==> config.mk <==
export PLATFORM = sky130hd
export DESIGN_NAME = lifo_stack_with_search
export DESIGN_NICKNAME = d
export VERILOG_FILES = /design/src/rtl/core/lsws_pkg.sv /design/src/rtl/core/lsws_cell.sv /design/src/rtl/core/lifo_stack_with_search.sv
export SDC_FILE = /design/constraint.sdc
export NUM_CORES = 1
export LEC_CHECK = 0
export BUFFER_PORTS_ARGS = -buffer_cell sky130_fd_sc_hd__buf_4
export CORE_MARGIN = 1.5
export CORE_UTILIZATION = 45
export CTS_CLUSTER_SIZE = 24
export DETAILED_ROUTE_END_ITERATION = 8
export HOLD_SLACK_MARGIN = 0.02
export PLACE_DENSITY = 0.76
export SLEW_MARGIN = 20
export SYNTH_ARGS = -nofsm -noshare
export SYNTH_HDL_FRONTEND = slang
export SYNTH_SLANG_ARGS = --single-unit
==> constraint.sdc <==
create_clock -name aclk -period 9.65 [get_ports aclk]
set_input_delay 2.895 -clock aclk [delete_from_list [all_inputs] [get_ports aclk]]
set_output_delay 2.895 -clock aclk [all_outputs]
set_load 0.005 [all_outputs]
==> src/rtl/core/lsws_pkg.sv <==
// Shared types and constants for the LIFO stack with search.
`default_nettype none
package lsws_pkg;

    localparam int DEPTH = 8;
    localparam int CNT_W = $clog2(DEPTH + 1);
    localparam int WORD_W = 32;

    typedef logic signed [WORD_W-1:0] word_t;

    typedef enum logic [1:0] {
        FUNC_PUSH   = 2'd0,
        FUNC_POP    = 2'd1,
        FUNC_LIST   = 2'd2,
        FUNC_SEARCH = 2'd3
    } func_t;

    typedef enum logic [1:0] {
        STAT_OK        = 2'd0,
        STAT_OVERFLOW  = 2'd1,
        STAT_UNDERFLOW = 2'd2,
        STAT_EMPTY     = 2'd3
    } status_t;

    // Shift commands broadcast to every cell of the chain.
    typedef struct packed {
        logic push;
        logic pop;
        logic rot;
    } cell_ctrl_t;

endpackage
`default_nettype wire

==> src/rtl/core/lsws_cell.sv <==
// One storage cell of the stack chain: holds a word, shifts with its neighbors.
`default_nettype none
module lsws_cell (
    input  wire logic               aclk,
    input  wire lsws_pkg::cell_ctrl_t ctrl,
    input  wire lsws_pkg::word_t    word_above,
    input  wire lsws_pkg::word_t    word_below,
    input  wire lsws_pkg::word_t    word_top,
    input  wire logic               is_bottom,
    input  wire logic               occupied,
    input  wire lsws_pkg::word_t    key,
    output lsws_pkg::word_t         word,
    output logic                    match
);
    import lsws_pkg::*;

    word_t word_reg;
    word_t word_next;

    always_comb begin
        word_next = word_reg;
        if (ctrl.push) begin
            word_next = word_above;
        end else if (ctrl.pop) begin
            word_next = word_below;
        end else if (ctrl.rot) begin
            // bottom cell closes the ring by taking the top word
            word_next = is_bottom ? word_top : word_below;
        end
    end

    always_ff @(posedge aclk) begin
        word_reg <= word_next;
    end

    assign word  = word_reg;
    assign match = occupied && (word_reg == key);

endmodule
`default_nettype wire

==> src/rtl/core/lifo_stack_with_search.sv <==
// Top level of the LIFO stack with search: control, fill count and output register.
//
// Bounded LIFO stack of signed 32-bit words held in a chain of DEPTH cells,
// cell 0 being the top of stack. Each input item carries an operation in
// s_tuser (push, pop, list, search) and a word in s_tdata. Push shifts the
// whole chain down by one and drops the new word into cell 0; pop shifts it
// up and returns the old top word. Search compares the key against every
// occupied cell in parallel and ORs the hits. List rotates the occupied part
// of the chain up by one cell per cycle while the output register is free,
// the bottom occupied cell taking the top word, and emits cell 0 each time;
// after fill-count rotations the chain is back where it started. Push, pop
// and search give one result each; a list gives one result per stored word,
// held back only by back-pressure on m_tready, and keeps the input closed
// until the last word is emitted. One result sits in the output register; a
// new item is accepted while that result is taken. Push on a full stack
// reports overflow, pop on an empty stack underflow, list on an empty stack
// a single empty result. No reset sweep is needed.
`default_nettype none
module lifo_stack_with_search (
    input  wire logic        aclk,
    input  wire logic        aresetn,
    // input items
    input  wire logic        s_tvalid,
    output logic             s_tready,
    input  wire logic [31:0] s_tdata,   // [31:0] value
    input  wire logic [1:0]  s_tuser,   // [1:0] func
    // result items
    output logic             m_tvalid,
    input  wire logic        m_tready,
    output logic [31:0]      m_tdata,   // [31:0] data
    output logic [2:0]       m_tuser,   // [1:0] status, [2] found
    output logic             m_tlast
);
    import lsws_pkg::*;

    typedef enum logic [1:0] {
        ST_IDLE = 2'b01,
        ST_LIST = 2'b10
    } state_t;

    state_t          state_reg, state_next;
    logic [CNT_W-1:0] count_reg, count_next;
    logic [CNT_W-1:0] step_reg, step_next;

    logic            m_valid_reg, m_valid_next;
    word_t           m_data_reg, m_data_next;
    status_t         m_status_reg, m_status_next;
    logic            m_found_reg, m_found_next;
    logic            m_last_reg, m_last_next;

    cell_ctrl_t      ctrl;
    word_t           words [DEPTH];
    logic [DEPTH-1:0] hit_vec;
    word_t           key;
    func_t           func;

    logic out_free;
    logic in_fire;
    logic full;
    logic empty;
    logic list_last;

    assign key       = word_t'(s_tdata);
    assign func      = func_t'(s_tuser);
    assign out_free  = !m_valid_reg || m_tready;
    assign s_tready  = (state_reg == ST_IDLE) && out_free;
    assign in_fire   = s_tvalid && s_tready;
    assign full      = (count_reg == CNT_W'(DEPTH));
    assign empty     = (count_reg == '0);
    assign list_last = (step_reg == count_reg - CNT_W'(1));

    // Chain of storage cells, cell 0 on top.
    for (genvar i = 0; i < DEPTH; i++) begin : g_cell
        word_t above;
        word_t below;
        if (i == 0) begin : g_first
            assign above = key;
        end else begin : g_mid
            assign above = words[i-1];
        end
        if (i == DEPTH - 1) begin : g_last
            assign below = '0;
        end else begin : g_inner
            assign below = words[i+1];
        end
        lsws_cell u_cell (
            .aclk       (aclk),
            .ctrl       (ctrl),
            .word_above (above),
            .word_below (below),
            .word_top   (words[0]),
            .is_bottom  (count_reg == CNT_W'(i + 1)),
            .occupied   (CNT_W'(i) < count_reg),
            .key        (key),
            .word       (words[i]),
            .match      (hit_vec[i])
        );
    end

    always_comb begin
        state_next    = state_reg;
        count_next    = count_reg;
        step_next     = step_reg;
        ctrl          = '0;
        m_valid_next  = m_valid_reg && !m_tready;
        m_data_next   = m_data_reg;
        m_status_next = m_status_reg;
        m_found_next  = m_found_reg;
        m_last_next   = m_last_reg;

        if (in_fire) begin
            // default result: ok, zero data, single item
            m_valid_next  = 1'b1;
            m_data_next   = '0;
            m_status_next = STAT_OK;
            m_found_next  = 1'b0;
            m_last_next   = 1'b1;
            case (func)
                FUNC_PUSH: begin
                    if (full) begin
                        m_status_next = STAT_OVERFLOW;
                    end else begin
                        ctrl.push  = 1'b1;
                        count_next = count_reg + CNT_W'(1);
                    end
                end
                FUNC_POP: begin
                    if (empty) begin
                        m_status_next = STAT_UNDERFLOW;
                    end else begin
                        ctrl.pop    = 1'b1;
                        count_next  = count_reg - CNT_W'(1);
                        m_data_next = words[0];
                    end
                end
                FUNC_LIST: begin
                    if (empty) begin
                        m_status_next = STAT_EMPTY;
                    end else begin
                        // results come from the walk, none now
                        m_valid_next = 1'b0;
                        state_next   = ST_LIST;
                        step_next    = '0;
                    end
                end
                FUNC_SEARCH: begin
                    m_found_next = |hit_vec;
                end
                default: begin
                    m_status_next = STAT_OK;
                end
            endcase
        end else if (state_reg == ST_LIST && out_free) begin
            // emit the top word and rotate the occupied part of the chain
            ctrl.rot      = 1'b1;
            m_valid_next  = 1'b1;
            m_data_next   = words[0];
            m_status_next = STAT_OK;
            m_found_next  = 1'b0;
            m_last_next   = list_last;
            if (list_last) begin
                state_next = ST_IDLE;
            end else begin
                step_next = step_reg + CNT_W'(1);
            end
        end
    end

    always_ff @(posedge aclk) begin
        if (!aresetn) begin
            state_reg   <= ST_IDLE;
            count_reg   <= '0;
            step_reg    <= '0;
            m_valid_reg <= 1'b0;
        end else begin
            state_reg   <= state_next;
            count_reg   <= count_next;
            step_reg    <= step_next;
            m_valid_reg <= m_valid_next;
        end
    end

    always_ff @(posedge aclk) begin
        m_data_reg   <= m_data_next;
        m_status_reg <= m_status_next;
        m_found_reg  <= m_found_next;
        m_last_reg   <= m_last_next;
    end

    assign m_tvalid = m_valid_reg;
    assign m_tdata  = m_data_reg;
    assign m_tuser  = {m_found_reg, m_status_reg};
    assign m_tlast  = m_last_reg;

    // Fill count never goes past the number of cells.
    a_count_bound: assert property (@(posedge aclk) disable iff (!aresetn)
        count_reg <= CNT_W'(DEPTH))
        else $error("fill count beyond depth");

    // A walk only runs over a non-empty stack and stays within it.
    a_list_range: assert property (@(posedge aclk) disable iff (!aresetn)
        (state_reg == ST_LIST) |-> (!empty && step_reg < count_reg))
        else $error("list walk out of range");

    // A successful push grows the stack by exactly one.
    a_push_grow: assert property (@(posedge aclk) disable iff (!aresetn)
        (in_fire && func == FUNC_PUSH && !full) |=>
            (count_reg == $past(count_reg) + CNT_W'(1)))
        else $error("push did not grow stack");

    // A list walk leaves the fill count untouched.
    a_list_count: assert property (@(posedge aclk) disable iff (!aresetn)
        (state_reg == ST_LIST) |=> $stable(count_reg))
        else $error("fill count changed during list");

    // The input side stays closed while a walk runs.
    a_list_block: assert property (@(posedge aclk) disable iff (!aresetn)
        (state_reg == ST_LIST) |-> !s_tready)
        else $error("input open during list");

endmodule
`default_nettype wire
==> results by stage, run 1 <==
Run status:
- The flow ran to the end, and the final reports show no timing, DRC or antenna violations.

Global route:
- The first global-routing pass estimated 72,800 um of wire.
- The initial antenna violation count is 3.
- The via count of the first global-routing pass is 11,400.
- Summed over all layers, the global routing overflow is 0.
- Across every metal layer, demand over resource in global routing totals 24.6%.
- The largest net degree at the start of global routing is 238.

Die:
- The y dimension of the die is 200 um.
- The floorplan step set the die width to 200 um.
- For this configuration, the core starts out at a cell density of 45.9%.
- After floorplanning, the core was sized to cover 37,900 um2.
- The boundary pin count is 76.
- The die area is 39,900 um2.
- The floorplan row count is 71.

Layout:
- The fraction of layout instances using a drive strength above 1 is 13.6%.
- The number of standard cells in the layout, taps in and fillers out is 2,021.
- The register with the most flip-flops in the layout has 256 of them.
- The post-route cell area is 19,100 um2.
- The net count of the finished layout is 1,530.
- The synthesis-to-finish area growth is 9.81%.
- The core occupancy in the finished layout is 50.4%.
- The number of antenna diodes in the final layout is 0.

Critical path:
- For this run, the slowest stage of the critical path takes 200 ps.
- The number of stages on the worst setup path is 4.
- The number of buffers and inverters on the critical path is 2.
- By instance count, the cell type seen most on the critical path is sky130_fd_sc_hd__buf_4.
- The category of the worst setup path capture point is an output port.
- The signal on the critical path passes through buf_4, nand2b_1, and2_1, buf_4.
- The number of cells on the worst reg-to-reg path is 7.
- The cell with the largest stage delay on the worst path is sky130_fd_sc_hd__nand2b_1.
- In this run the worst path has a maximum fanout of 6.
- The dominant delay contributor by cell family on the critical path is simple AND/OR/NAND/NOR gates.
- The data arrival time of the critical path is 3490 ps.
- STA classifies the critical path startpoint as a primary input.
- For the worst setup path, the data required time is 6760 ps.
- The type of the worst setup path is in -> out.

Clock network:
- In this run, post-CTS hold repair placed 0 buffers.
- The clock root buffer master is sky130_fd_sc_hd__clkbuf_16.
- In this run, post-CTS repair resized a total of 0 instances.
- The number of buffers inserted by post-CTS setup repair is 0.
- The maximum buffer depth of the clock tree is 3.
- The latest clock arrival within the worst-skew pair is 520 ps.
- The clock sink count is 303.
- TritonCTS built the clock tree.
- The clock input transition at the sequential cells of the worst setup and hold paths is 50 ps.
- The H-tree depth reported by CTS is 2.
- The number of buffers inserted during clock tree synthesis is 35.

Logic synthesis:
- The unique cell type count in the Yosys netlist is 45.
- The mean instance size in the synthesized netlist is 11.6 um2.
- The number of warnings printed during yosys synthesis is 0.
- The dominant synthesized flop cell is sky130_fd_sc_hd__edfxtp_1.
- Of all cell types, the one taking the most synthesized area is sky130_fd_sc_hd__edfxtp_1.
- The net count after synthesis is 1,545.
- The sequential area share after synthesis is 51.5%.
- The number of enable flip-flop cells after synthesis is 291.
- The dominant cell by count in the synthesized netlist is sky130_fd_sc_hd__edfxtp_1.
- By count the netlist is led by 291 x sky130_fd_sc_hd__edfxtp_1, 174 x sky130_fd_sc_hd__nand2_1, 162 x sky130_fd_sc_hd__mux2i_1.
- The number of synthesized register bits is 303.
- In the post-synthesis netlist, the biggest area contributors are sky130_fd_sc_hd__edfxtp_1 50%, sky130_fd_sc_hd__mux2i_1 9.3%, sky130_fd_sc_hd__xor2_1 7.7%.
- Of all flip-flops after synthesis, the portion carrying an async set or reset was 0%.
- After synthesis, the largest area contributor takes up 50.2% of total cell area.
- The mapped cell area is 17,400 um2.
- The post-synthesis instance total is 1,502.

Placement:
- The quantity of I/O buffers inserted on ports is 75.
- Including well taps, the total number of placed cells is 1,961.
- The placed instances occupy a cell area of 18,100 um2.
- Routability-driven placement finished with a final weighted congestion of 1.07.
- Once detailed placement completed, the half-perimeter wirelength came to 33,100 um.

Routing:
- The pre-antenna-repair detailed-routing pass consisted of 7 iterations.
- Summed over all nets, wire length on met3 after detailed routing comes to 4530 um.
- The count of nets left with antenna violations once routing finished came out at 0.
- The met1 layer wirelength in the final routing is 20,900 um.
- Wire segments on met2 add up to 22,100 um in the final route.
- Routed signal wires occupy layers up through met5.
- The total number of vias is 12,000.
- Dividing the detail-routed wire length by the instance count gives 24.4 um.
- For this block, the initial DRC count from the detailed router was 1,571.
- In the routed layout, each cell is associated on average with a via count of 5.92.
- The final wirelength is 49,200 um.
- After detailed routing, the number of remaining DRC violations is 0.

Pwr:
- The design draws 3300 uW.
- The power density over the cells is 172 nW/um2.
- For this design the static power due to leakage is 0.00738 uW.
- The worst-case IR drop observed on VDD is 97.4 uV.

STA:
- Clock skew on the completed layout was measured at 16.0 ps.
- The number of endpoints with negative hold slack in the final report came to 0.
- The setup TNS is 0 ps.
- Setup repair after global routing left no endpoint under its margin.
- The worst path needs 6390 ps of the cycle, external delays included.
- The number of pins exceeding their max-slew limit in the final report was 0.
- Derived from the worst setup path, the maximum achievable clock frequency is 157 MHz.
- In the finished design, the share of the clock period the worst path needs comes to 66.2%.
- The transition time at the pin with the least slew margin is 968 ps.
- Setup violations remaining at the end of the flow were counted as 0.
- The relative slew slack is 35.5%.

Run:
- Across the run, the number of max-cap violations was 0.

Worst hold path:
- In this run the worst hold path is classified as reg -> reg.
- The worst hold path was traced through 2 stages.
## layer usage
metal | vias up | global-route usage (%)
li1 | 5335 | -
met1 | 5886 | 35.5
met2 | 640 | 37.7
met3 | 105 | 4.50
met4 | 4 | 7.74
met5 | - | 0
## worst register-to-register path: stages, from the launching register on
cell and delay (ps):
sky130_fd_sc_hd__dfxtp_1 540, sky130_fd_sc_hd__inv_1 170, sky130_fd_sc_hd__ha_1 350, sky130_fd_sc_hd__and3b_1 230
sky130_fd_sc_hd__nor2_1 160, sky130_fd_sc_hd__and2_4 540, sky130_fd_sc_hd__buf_4 830, sky130_fd_sc_hd__mux2_2 450
## kinds of logic (layout without fill, tap and decap cells)
group	count (synthesis)	count (layout)	share of synthesized area, %
AOI/OAI and AO/OA	213	213	7.04
xor gates and xnor gates	270	270	13.6
adders and majority gates	5	5	0.359
buffers and inverters	143	151	3.86
DFF	303	303	51.5
muxes	226	226	14.1
and+or+nand+nor	342	342	9.54
## through the flow
step / setup slack (ps) / hold WS, ps
after global routing: 3210 / 479
after CTS: 3260 / 461
after floorplan: 490 / 432
after global placement: 3270 / 442
final: 3260 / 457
after detailed placement: 3260 / 450
## cell usage in the layout, fill, tap and decap left out, types with 3 or more instances in the layout
cell and instances:
sky130_fd_sc_hd__a21oi_1 6, sky130_fd_sc_hd__a22o_1 32, sky130_fd_sc_hd__a31oi_1 4, sky130_fd_sc_hd__and2_1 35, sky130_fd_sc_hd__buf_4 85, sky130_fd_sc_hd__clkbuf_1 8, sky130_fd_sc_hd__clkbuf_16 37, sky130_fd_sc_hd__clkinv_1 11
sky130_fd_sc_hd__clkinv_2 4, sky130_fd_sc_hd__dfxtp_1 12, sky130_fd_sc_hd__edfxtp_1 291, sky130_fd_sc_hd__ha_1 5, sky130_fd_sc_hd__inv_1 4, sky130_fd_sc_hd__mux2_2 32, sky130_fd_sc_hd__mux2_4 30, sky130_fd_sc_hd__mux2i_1 162
sky130_fd_sc_hd__nand2_1 169, sky130_fd_sc_hd__nand2_4 3, sky130_fd_sc_hd__nand2b_1 6, sky130_fd_sc_hd__nand3_1 13, sky130_fd_sc_hd__nand3_2 3, sky130_fd_sc_hd__nand4_1 30, sky130_fd_sc_hd__nor2_1 11, sky130_fd_sc_hd__nor2b_1 3
sky130_fd_sc_hd__nor3_1 12, sky130_fd_sc_hd__nor4_1 41, sky130_fd_sc_hd__o21ai_0 141, sky130_fd_sc_hd__o21ai_1 23, sky130_fd_sc_hd__xnor2_1 116, sky130_fd_sc_hd__xor2_1 154
## layout make-up
class                   count  area (um2)
fillers                  3323       18800
repair buffers             87         669
inverters                   4        15.0
clock buffers              45         956
clock inverters            15        61.3
well taps                 511         639
flip-flops and latches    303        8980
multi-input cells        1056        7810
## report_power, final
group / leakage [uW] / switching [uW] / internal [uW]
clock network: 0.000498 / 535 / 695
logic: 0.00407 / 269 / 174
registers: 0.00281 / 74.7 / 1550
## worst paths after layout
kind              slack, ps                         to    startpoint
hold / removal          460               state_reg[1]  state_reg[1]
setup / recovery       3260                   s_tready      m_tready
setup reg to reg       6140  g_cell[0].u_cell.word[19]  count_reg[0]
hold reg to reg         460               state_reg[1]  state_reg[1]
(Power assumes the default switching activity.)
==> inputs of run 2 (changes only) <==
--- a/config.mk
+++ b/config.mk
@@ -11,7 +11,7 @@
 export CTS_CLUSTER_SIZE = 24
 export DETAILED_ROUTE_END_ITERATION = 8
 export HOLD_SLACK_MARGIN = 0.02
-export PLACE_DENSITY = 0.76
+export PLACE_DENSITY = 0.73
 export SLEW_MARGIN = 20
 export SYNTH_ARGS = -nofsm -noshare
 export SYNTH_HDL_FRONTEND = slang
==> constraint.sdc (replaced) <==
create_clock -name aclk -period 6.6 [get_ports aclk]
set_input_delay 1.98 -clock aclk [delete_from_list [all_inputs] [get_ports aclk]]
set_output_delay 1.98 -clock aclk [all_outputs]
set_load 0.005 [all_outputs]
==> run 2 against run 1 <==
  * Register-to-register slack lost 3000 ps
  * Critical path depth unchanged
  * Final area increased by 0.75%
  * Non-clock buffer count is 1 lower
  * Critical endpoint unchanged
  * Largest cell class unchanged
  * Highest routed layer is now met4
==> results by stage, run 2 (synthesis gave the netlist of run 1 again) <==
Clock network:
- The latest clock arrival within the worst-skew pair came to 530 ps (about the same).
- CTS placed an instance of sky130_fd_sc_hd__clkbuf_16 at the clock tree root.
- The number of buffers inserted during clock tree synthesis is 35 (unchanged).
- The clock tree from TritonCTS is yes.
- The clock sink count is 303 (unchanged).
- The count of hold-fix buffers inserted at cts is 0 (unchanged).
- The H-tree depth reported by CTS is 2 (unchanged).
- The post-cts sizing count is 0 (unchanged).
- The number of buffers inserted by post-CTS setup repair was 0 (unchanged).
- The maximum buffer depth of the clock tree is 3 (unchanged).
- The clock input transition at the sequential cells of the worst setup and hold paths is 60 ps (about the same).

Worst hold path:
- The worst hold path belongs to the class reg -> reg.
- The path with the worst hold slack has its endpoint at state_reg[1].
- In this run the most critical hold path is launched from state_reg[1].
- The worst hold path depth came to 2 (unchanged).

Critical path:
- The required time at the worst-slack endpoint is 4620 ps (-2140 ps).
- The library cell appearing most often on the critical path is sky130_fd_sc_hd__buf_4.
- The highest cell delay on the worst timing path came to 200 ps (about the same).
- The launching element of the worst setup path is m_tready.
- The number of buffers and inverters on the critical path is 2 (unchanged).
- Among cell families on the critical path, the largest total delay comes from simple AND/OR/NAND/NOR gates.
- The critical path goes through buf_4, nand2b_1, and2_1, buf_4.
- The reg-to-reg setup timing slack is 3100 ps (-3040 ps).
- The reg-to-reg startpoint is count_reg[1].
- The critical path in this run is classified as in -> out.
- The worst reg-to-reg path cell count is 7 (unchanged).
- The highest fanout seen on the critical path came to 6 (unchanged).
- The critical path launch point type is a primary input.
- The worst flop-to-flop path endpoint is g_cell[7].u_cell.word[15].
- The cell with the largest stage delay on the worst path is sky130_fd_sc_hd__nand2b_1.
- The data arrival time of the critical path is 2580 ps (-910 ps).
- STA classifies the critical path endpoint as an output port.

Pwr:
- The power density over the cells came to 260 nW/um2 (+51%).
- The maximum ir drop on the vdd rail is 155 uV (+60%).
- The leakage component of the power is 0.00744 uW (+0.78%).
- The final total power was 5010 uW (+52%).

Global route:
- The initial antenna violation count is 0 (-3).
- The met2 track utilization from global routing came to 38.6% (+0.87 points).
- The largest net degree at the start of global routing is 243 (+2.1%).
- The via count of the first global-routing pass is 11,300 (-0.36%).
- The met1 routing resource usage after global routing was 36.8% (+1.3 points).
- The total routing resource utilization after global routing is 25.4% (+0.76 points).
- The met3 routing resource usage after global routing is 4.39% (-0.12 points).
- The wire length of the first global-routing pass is 74,500 um (+2.4%).
- The total grt overflow came to 0 (unchanged).
- The global routing stage identified its most utilized layer as met2.

Die:
- The standard cell core area is 37,900 um2 (unchanged).
- The floorplan row count is 71 (unchanged).
- The die area was 39,900 um2 (unchanged).
- The y dimension of the die is 200 um (unchanged).
- The die outline width is 200 um (unchanged).
- The boundary pin count came to 76 (unchanged).
- The initial cell density of the core is 45.9% (unchanged).

STA:
- In the finished design, the share of the clock period the worst path needs comes to 69.1%.
- The transition time at the pin with the least slew margin is 1030 ps (+66.8 ps).
- Setup repair after global routing left no endpoint under its margin.
- The relative slew slack is 31.0% (-4.5 points).
- The worst slack on hold paths is 476 ps (+18.9 ps).
- The setup TNS was 0 ps (unchanged).
- The number of pins exceeding their max-slew limit in the final report is 0 (unchanged).
- The final worst clock skew is 17.7 ps (+1.67 ps).
- The number of endpoints with negative hold slack in the final report is 0 (unchanged).
- The number of setup violations in the final report came to 0 (unchanged).
- The highest achievable clock rate is 219 MHz.
- The final critical-path required period is 4560 ps.

Layout:
- The core occupancy in the finished layout is 50.8% (+0.38 points).
- The number of flip-flops in the largest register is 256 (unchanged).
- The most common cell after layout, fill and taps aside is sky130_fd_sc_hd__edfxtp_1.
- The fraction of layout instances using a drive strength above 1 is 14.0% (+0.31 points).
- The number of diodes is 0 (unchanged).
- The top cell types in the final layout, fill and taps aside, are 291 x sky130_fd_sc_hd__edfxtp_1, 169 x sky130_fd_sc_hd__nand2_1, 162 x sky130_fd_sc_hd__mux2i_1.
- The number of standard cells in the layout, taps in and fillers out is 2,023 (+0.099%).
- The synthesis-to-finish area growth is 10.6%.
- The net count of the finished layout is 1,529 (-0.065%).

Run:
- The max-cap violation count is 0 (unchanged).

Placement:
- The global placement routability congestion was 1.02 (-4.2%).
- The cell total after placement is 1,960 (-0.051%).
- The quantity of I/O buffers inserted on ports was 75 (unchanged).
- The sum of net half-perimeters after detailed placement is 33,600 um (+1.6%).

Routing:
- The remaining number of nets flagged by the antenna check after routing came to 0 (unchanged).
- The detailed router's first-iteration violation count is 1,692 (+7.7%).
- The final wirelength was 50,400 um (+2.4%).
- The DRC violation count after routing was 0 (unchanged).
- The post-detailed-route wirelength per cell is 24.9 um (+2.3%).
- The average vias per placed instance is 5.90 (-0.37%).
- The first-pass detailed-route iteration total was 6 (-1).
- The total number of vias is 11,900 (-0.28%).

Run status:
- The run finished with clean final reports.
==> run 2: cell count changes in the layout (fill, tap and decap cells not counted), sizes merged <==
cell	previous run	this run
buf	87	86
clkinvlp	0	1
bufinv	0	4
clkbuf	45	44
clkinv	15	14
==> run 2: area by class of cell <==
cell class / count / area (um2)
repair buffers: 86 / 683
well taps: 511 / 639
inverters: 4 / 15.0
clock inverters: 19 / 190
multi-input cells: 1056 / 7820
flip-flops and latches: 303 / 8980
clock buffers: 44 / 952
fillers: 3346 / 18700
==> run 2: metal layers <==
layer / part of all wire, % / wire [um]
met3: 8.6 / 4360
met5: 0 / 0
met2: 45 / 22600
met1: 43 / 21800
met4: 3.3 / 1650
==> run 2: per-stage QoR <==
stage	setup WS, ps	cell area, um2
after floorplan	640	17400
after global placement	2060	18100
after detailed placement	1980	18100
after CTS	2040	19300
after global routing	2000	19300
final	2040	19300
==> run 2: how the worst max path moves through the flow <==
stage | depth (start not counted) | endpoint | slack [ps]
final | 4 | s_tready | 2040
after global routing | 4 | s_tready | 2000
after CTS | 4 | s_tready | 2040
after detailed placement | 8 | g_cell[4].u_cell.word[16] | 1980
after global placement | 4 | s_tready | 2060
after floorplan | 5 | g_cell[1].u_cell.word[0] | 640
==> run 2: tightest hold or removal path: cells and delay by family, from the launching register on <==
| family | cells | cell delay [ps] |
|---|---|---|
| AOI/OAI and AO/OA | 1 | 50 |
| buffers and inverters | 1 | 60 |
| DFF | 1 | 330 |
==> run 2: power by group <==
group          internal, uW  leakage [uW]  total, uW  switching [uW]
clock                  1180      0.000555       1980             802
combinational           256       0.00408        656             400
sequential             2270       0.00281       2380             111
total                  3700       0.00744       5010            1310
==> inputs of run 3 (changes only) <==
--- a/config.mk
+++ b/config.mk
@@ -5,13 +5,14 @@
 export SDC_FILE = /design/constraint.sdc
 export NUM_CORES = 1
 export LEC_CHECK = 0
+export ABC_AREA = 1
 export BUFFER_PORTS_ARGS = -buffer_cell sky130_fd_sc_hd__buf_4
 export CORE_MARGIN = 1.5
 export CORE_UTILIZATION = 45
 export CTS_CLUSTER_SIZE = 24
 export DETAILED_ROUTE_END_ITERATION = 8
 export HOLD_SLACK_MARGIN = 0.02
-export PLACE_DENSITY = 0.73
+export PLACE_DENSITY = 0.76
 export SLEW_MARGIN = 20
 export SYNTH_ARGS = -nofsm -noshare
 export SYNTH_HDL_FRONTEND = slang
==> constraint.sdc (replaced) <==
create_clock -name aclk -period 4.1 [get_ports aclk]
set_input_delay 1.23 -clock aclk [delete_from_list [all_inputs] [get_ports aclk]]
set_output_delay 1.23 -clock aclk [all_outputs]
set_load 0.005 [all_outputs]
==> run 3 against run 2 <==
  * Sequential power rose by 62%
  * Global-route usage rose by 5.6 points
  * Via count rose by 36%
  * Non-clock buffer count rose by 15
  * Clock power rose by 66%
  * Area after synthesis rose by 3.8%
  * Sequential share of layout area fell by 2.0 points
  * Count of clock-buffer cells in the layout fell by 1
  * Power rose by 70%
  * Hold slack improved by 34 ps
  * Clock skew fell by 1.7 ps
  * First-iteration DRC count rose by 61%
  * Critical path type is now reg -> reg
  * Critical endpoint is now g_cell[3].u_cell.word[20]
==> results by stage, run 3 <==
Routing:
- The total number of vias was 16,300 (+36%).
- The final wirelength came to 64,200 um (+27%).
- The average vias per placed instance is 5.93 (+0.42%).
- The post-detailed-route wirelength per cell came to 23.3 um (-6.4%).
- The detailed router's first-iteration violation count is 2,731 (+61%).
- The remaining number of nets flagged by the antenna check after routing was 0 (unchanged).
- The first-pass detailed-route iteration total is 6 (unchanged).
- The DRC violation count after routing is 0 (unchanged).

Clock network:
- The clock tree from TritonCTS is yes.
- The H-tree depth reported by CTS came to 2 (unchanged).
- The clock sink count is 303 (unchanged).
- The latest clock arrival within the worst-skew pair came to 560 ps (+30 ps).
- The count of hold-fix buffers inserted at cts was 0 (unchanged).
- The number of buffers inserted by post-CTS setup repair was 0 (unchanged).
- The maximum buffer depth of the clock tree is 3 (unchanged).
- The clock input transition at the sequential cells of the worst setup and hold paths is 60 ps (about the same).
- The post-cts sizing count is 0 (unchanged).
- The number of buffers inserted during clock tree synthesis came to 37 (+5.7%).
- The clock root buffer master is sky130_fd_sc_hd__clkbuf_16.

Logic synthesis:
- The synthesized design spends more area on one cell type than any other, namely sky130_fd_sc_hd__edfxtp_1.
- The sequential area share after synthesis is 49.7% (-1.9 points).
- sky130_fd_sc_hd__nand2_1 is the most common cell in the netlist.
- The mapped cell area is 18,100 um2 (+3.8%).
- The mean instance size in the synthesized netlist came to 8.28 um2 (-29%).
- The fraction of registers with async set/reset is 0% (unchanged).
- The number of enable flip-flop cells after synthesis is 291 (unchanged).
- The number of warnings printed during yosys synthesis is 0 (unchanged).
- Sorting the synthesized cells by how often they occur yields 478 x sky130_fd_sc_hd__nand2_1, 301 x sky130_fd_sc_hd__a21oi_1, 291 x sky130_fd_sc_hd__edfxtp_1.
- The post-synthesis instance total is 2,183 (+45%).
- By area the synthesized netlist is led by sky130_fd_sc_hd__edfxtp_1 48%, sky130_fd_sc_hd__nand2_1 9.9%, sky130_fd_sc_hd__a21oi_1 8.3%.
- Among all flip-flop cells after synthesis, the most frequent one is sky130_fd_sc_hd__edfxtp_1.
- The number of synthesized register bits came to 303 (unchanged).
- The unique cell type count in the Yosys netlist is 43 (-4.4%).
- The net count after synthesis is 2,226 (+44%).
- The area share of the largest cell type after synthesis was 48.3% (-1.8 points).

Critical path:
- The critical path launch point type is a register.
- The worst flop-to-flop path endpoint is g_cell[3].u_cell.word[20].
- The data arrival time of the critical path was 3500 ps (+920 ps).
- The dominant delay contributor by cell family on the critical path is buffers and inverters.
- The highest fanout seen on the critical path is 46 (+40).
- The category of the worst setup path capture point is a register.
- The reg-to-reg setup timing slack is 830 ps (-2270 ps).
- The reg-to-reg startpoint is count_reg[0].
- The critical path goes through inv_1, ha_1, nand2_4, nor2_4, inv_4, nand3_2, nor2_4, inv_4, nand2_2, inv_2, nand2_8, buf_4.
- The highest cell delay on the worst timing path is 460 ps (+260 ps).
- The cell with the largest stage delay on the worst path is sky130_fd_sc_hd__dfxtp_1.
- The worst reg-to-reg path cell count is 12 (+5).
- The required time at the worst-slack endpoint came to 4330 ps (-290 ps).
- The number of buffers and inverters on the critical path is 5 (+3).
- The critical path is of the reg -> reg type.

Pwr:
- The switching power as a share of total power came to 29.1% (+2.9 points).
- The leakage component of the power is 0.00815 uW (+9.6%).
- The reported net switching power is 2480 uW (+89%).
- The relative contribution of sequential cells to total power came to 45.2% (-2.2 points).
- The maximum ir drop on the vdd rail is 326 uV (+110%).
- The share of total power in combinational logic came to 16.2% (+3.1 points).
- The internal cell power is 6040 uW (+63%).
- The power density over the cells was 423 nW/um2 (+63%).
- The clock group share of total power came to 38.6% (-0.9 points).

Placement:
- The cell total after placement is 2,683 (+37%).
- The global placement routability congestion is 1.03 (+0.49%).
- The quantity of I/O buffers inserted on ports is 75 (unchanged).
- The placement-stage cell area is 19,000 um2 (+4.6%).
- The sum of net half-perimeters after detailed placement came to 46,400 um (+38%).

STA:
- The setup TNS is 0 ps (unchanged).
- The worst slack on hold paths is 509 ps (+33.7 ps).
- The transition time at the pin with the least slew margin is 1070 ps (+38.0 ps).
- Setup repair after global routing left no endpoint under its margin.
- The final critical-path required period is 3270 ps.
- Based on the critical path, the design can be clocked at up to 306 MHz.
- The number of setup violations in the final report is 0 (unchanged).
- The relative slew slack is 28.5% (-2.5 points).
- The number of pins exceeding their max-slew limit in the final report is 0 (unchanged).
- The number of endpoints with negative hold slack in the final report came to 0 (unchanged).
- The final worst clock skew is 16.0 ps (-1.68 ps).
- The post-route fraction of the period consumed by the critical path is 79.7%.

Worst hold path:
- The worst hold path begins at m_tlast.
- The worst hold path depth is 2 (unchanged).
- The worst hold path terminates at m_tlast.
- The type of the tightest min-delay check is reg -> reg.

Global route:
- The largest net degree at the start of global routing is 210 (-14%).
- The met3 routing resource usage after global routing is 3.91% (-0.47 points).
- The met1 routing resource usage after global routing was 43.6% (+6.8 points).
- The wire length of the first global-routing pass was 95,400 um (+28%).
- The most utilized layer in the global route result is met2.
- The via count of the first global-routing pass is 15,100 (+33%).
- The total grt overflow is 0 (unchanged).
- The initial antenna violation count was 0 (unchanged).
- The total routing resource utilization after global routing was 31.0% (+5.6 points).
- The met2 track utilization from global routing came to 48.2% (+9.7 points).

Layout:
- The net count of the finished layout was 2,240 (+47%).
- The area taken by multi-input logic gates is 7380 um2 (-5.5%).
- The area growth from synthesis to layout is 11.4%.
- The library cell used most frequently in the layout, excluding fill and tap cells, is sky130_fd_sc_hd__nand2_1.
- Leaving out fill and tap cells, the most frequent cells in the layout are 476 x sky130_fd_sc_hd__nand2_1, 301 x sky130_fd_sc_hd__a21oi_1, 291 x sky130_fd_sc_hd__edfxtp_1.
- The layout filler cell count is 3,703 (+11%).
- The number of diodes is 0 (unchanged).
- The number of flip-flops in the largest register is 256 (unchanged).
- The number of standard cells in the layout, taps in and fillers out is 2,749 (+36%).
- The post-route cell area is 20,100 um2 (+4.5%).
- The core occupancy in the finished layout is 50.8% (about the same).
- The area taken by flip-flops and latches was 8980 um2 (unchanged).
- The fraction of layout instances using a drive strength above 1 is 8.72% (-5.2 points).

Die:
- The initial cell density of the core is 45.6% (-0.33 points).
- The die outline width is 203 um (+1.8%).
- The floorplan row count is 73 (+2.8%).
- The die area came to 41,400 um2 (+3.7%).
- The y dimension of the die came to 203 um (+1.8%).
- The boundary pin count came to 76 (unchanged).
- The standard cell core area is 39,600 um2 (+4.5%).

Run status:
- The flow ran to the end, and the final reports show no timing, DRC or antenna violations.

Run:
- The max-cap violation count is 0 (unchanged).
-- run 3: cell types whose count changed after synthesis, moves of 68 or more --
cell | previous run | this run
sky130_fd_sc_hd__nand2_1 | 174 | 478
sky130_fd_sc_hd__xor2_1 | 154 | 29
sky130_fd_sc_hd__mux2i_1 | 162 | 0
sky130_fd_sc_hd__o21ai_1 | 23 | 94
sky130_fd_sc_hd__inv_1 | 4 | 254
sky130_fd_sc_hd__a21oi_1 | 6 | 301
sky130_fd_sc_hd__xnor2_1 | 116 | 48
sky130_fd_sc_hd__nor2_1 | 11 | 201
-- run 3: how the worst max path moves through the flow --
stage	start	end	slack (ps)	cells after the start
floorplan	s_tuser[0]	g_cell[1].u_cell.word[0]	50	9
global placement	s_tuser[1]	g_cell[2].u_cell.word[23]	610	11
detailed placement	s_tuser[1]	g_cell[2].u_cell.word[18]	560	11
CTS	count_reg[0]	g_cell[1].u_cell.word[18]	860	12
global route	count_reg[0]	g_cell[4].u_cell.word[18]	710	12
finish	count_reg[0]	g_cell[3].u_cell.word[20]	830	12
-- run 3: kinds of logic (layout without fill, tap and decap cells) --
group	after synthesis	count (layout)	synth area share [%]
buffers and inverters	391	432	9.72
and+or+nand+nor	789	789	18.3
xor gates and xnor gates	77	77	3.73
AOI/OAI and AO/OA	618	618	18.2
DFF	303	303	49.7
adders and majority gates	5	5	0.346
-- run 3: worst min-delay path: stages (launching register included) --
cell and delay, ps:
sky130_fd_sc_hd__dfxtp_1 320, sky130_fd_sc_hd__nand2_1 70, sky130_fd_sc_hd__nand3_1 70
-- run 3: cell type report --
cell class | count | share of cell area, %
clock buffer | 43 | 4.92
tap | 525 | 3.26
inverter | 265 | 4.97
clock inverter | 23 | 0.951
timing repair buffer | 101 | 4.64
multi-input combinational | 1489 | 36.7
sequential | 303 | 44.6
-- run 3: metal layers --
metal / vias to the layer above / share of wire [%] / routed length, um
met3: 126 / 11 / 7000
li1: 7440 / - / -
met2: 1064 / 45 / 29100
met5: - / 0 / 0
met1: 7659 / 40 / 25500
met4: 0 / 4.0 / 2550
-- run 3: stage by stage --
| step | power (uW) | setup slack (ps) |
|---|---|---|
| floorplan | 4740 | 53.4 |
| global placement | 5220 | 613 |
| detailed placement | 5260 | 561 |
| CTS | 8520 | 857 |
| global route | 8790 | 705 |
| finish | 8520 | 833 |
-- run 3: power by group through the flow --
stage	Clock [uW]	Combinational, uW	Sequential, uW
floorplan	0	874	3870
global placement	0	1320	3900
detailed placement	0	1350	3910
CTS	3320	1350	3850
global route	3430	1500	3870
finish	3290	1380	3850
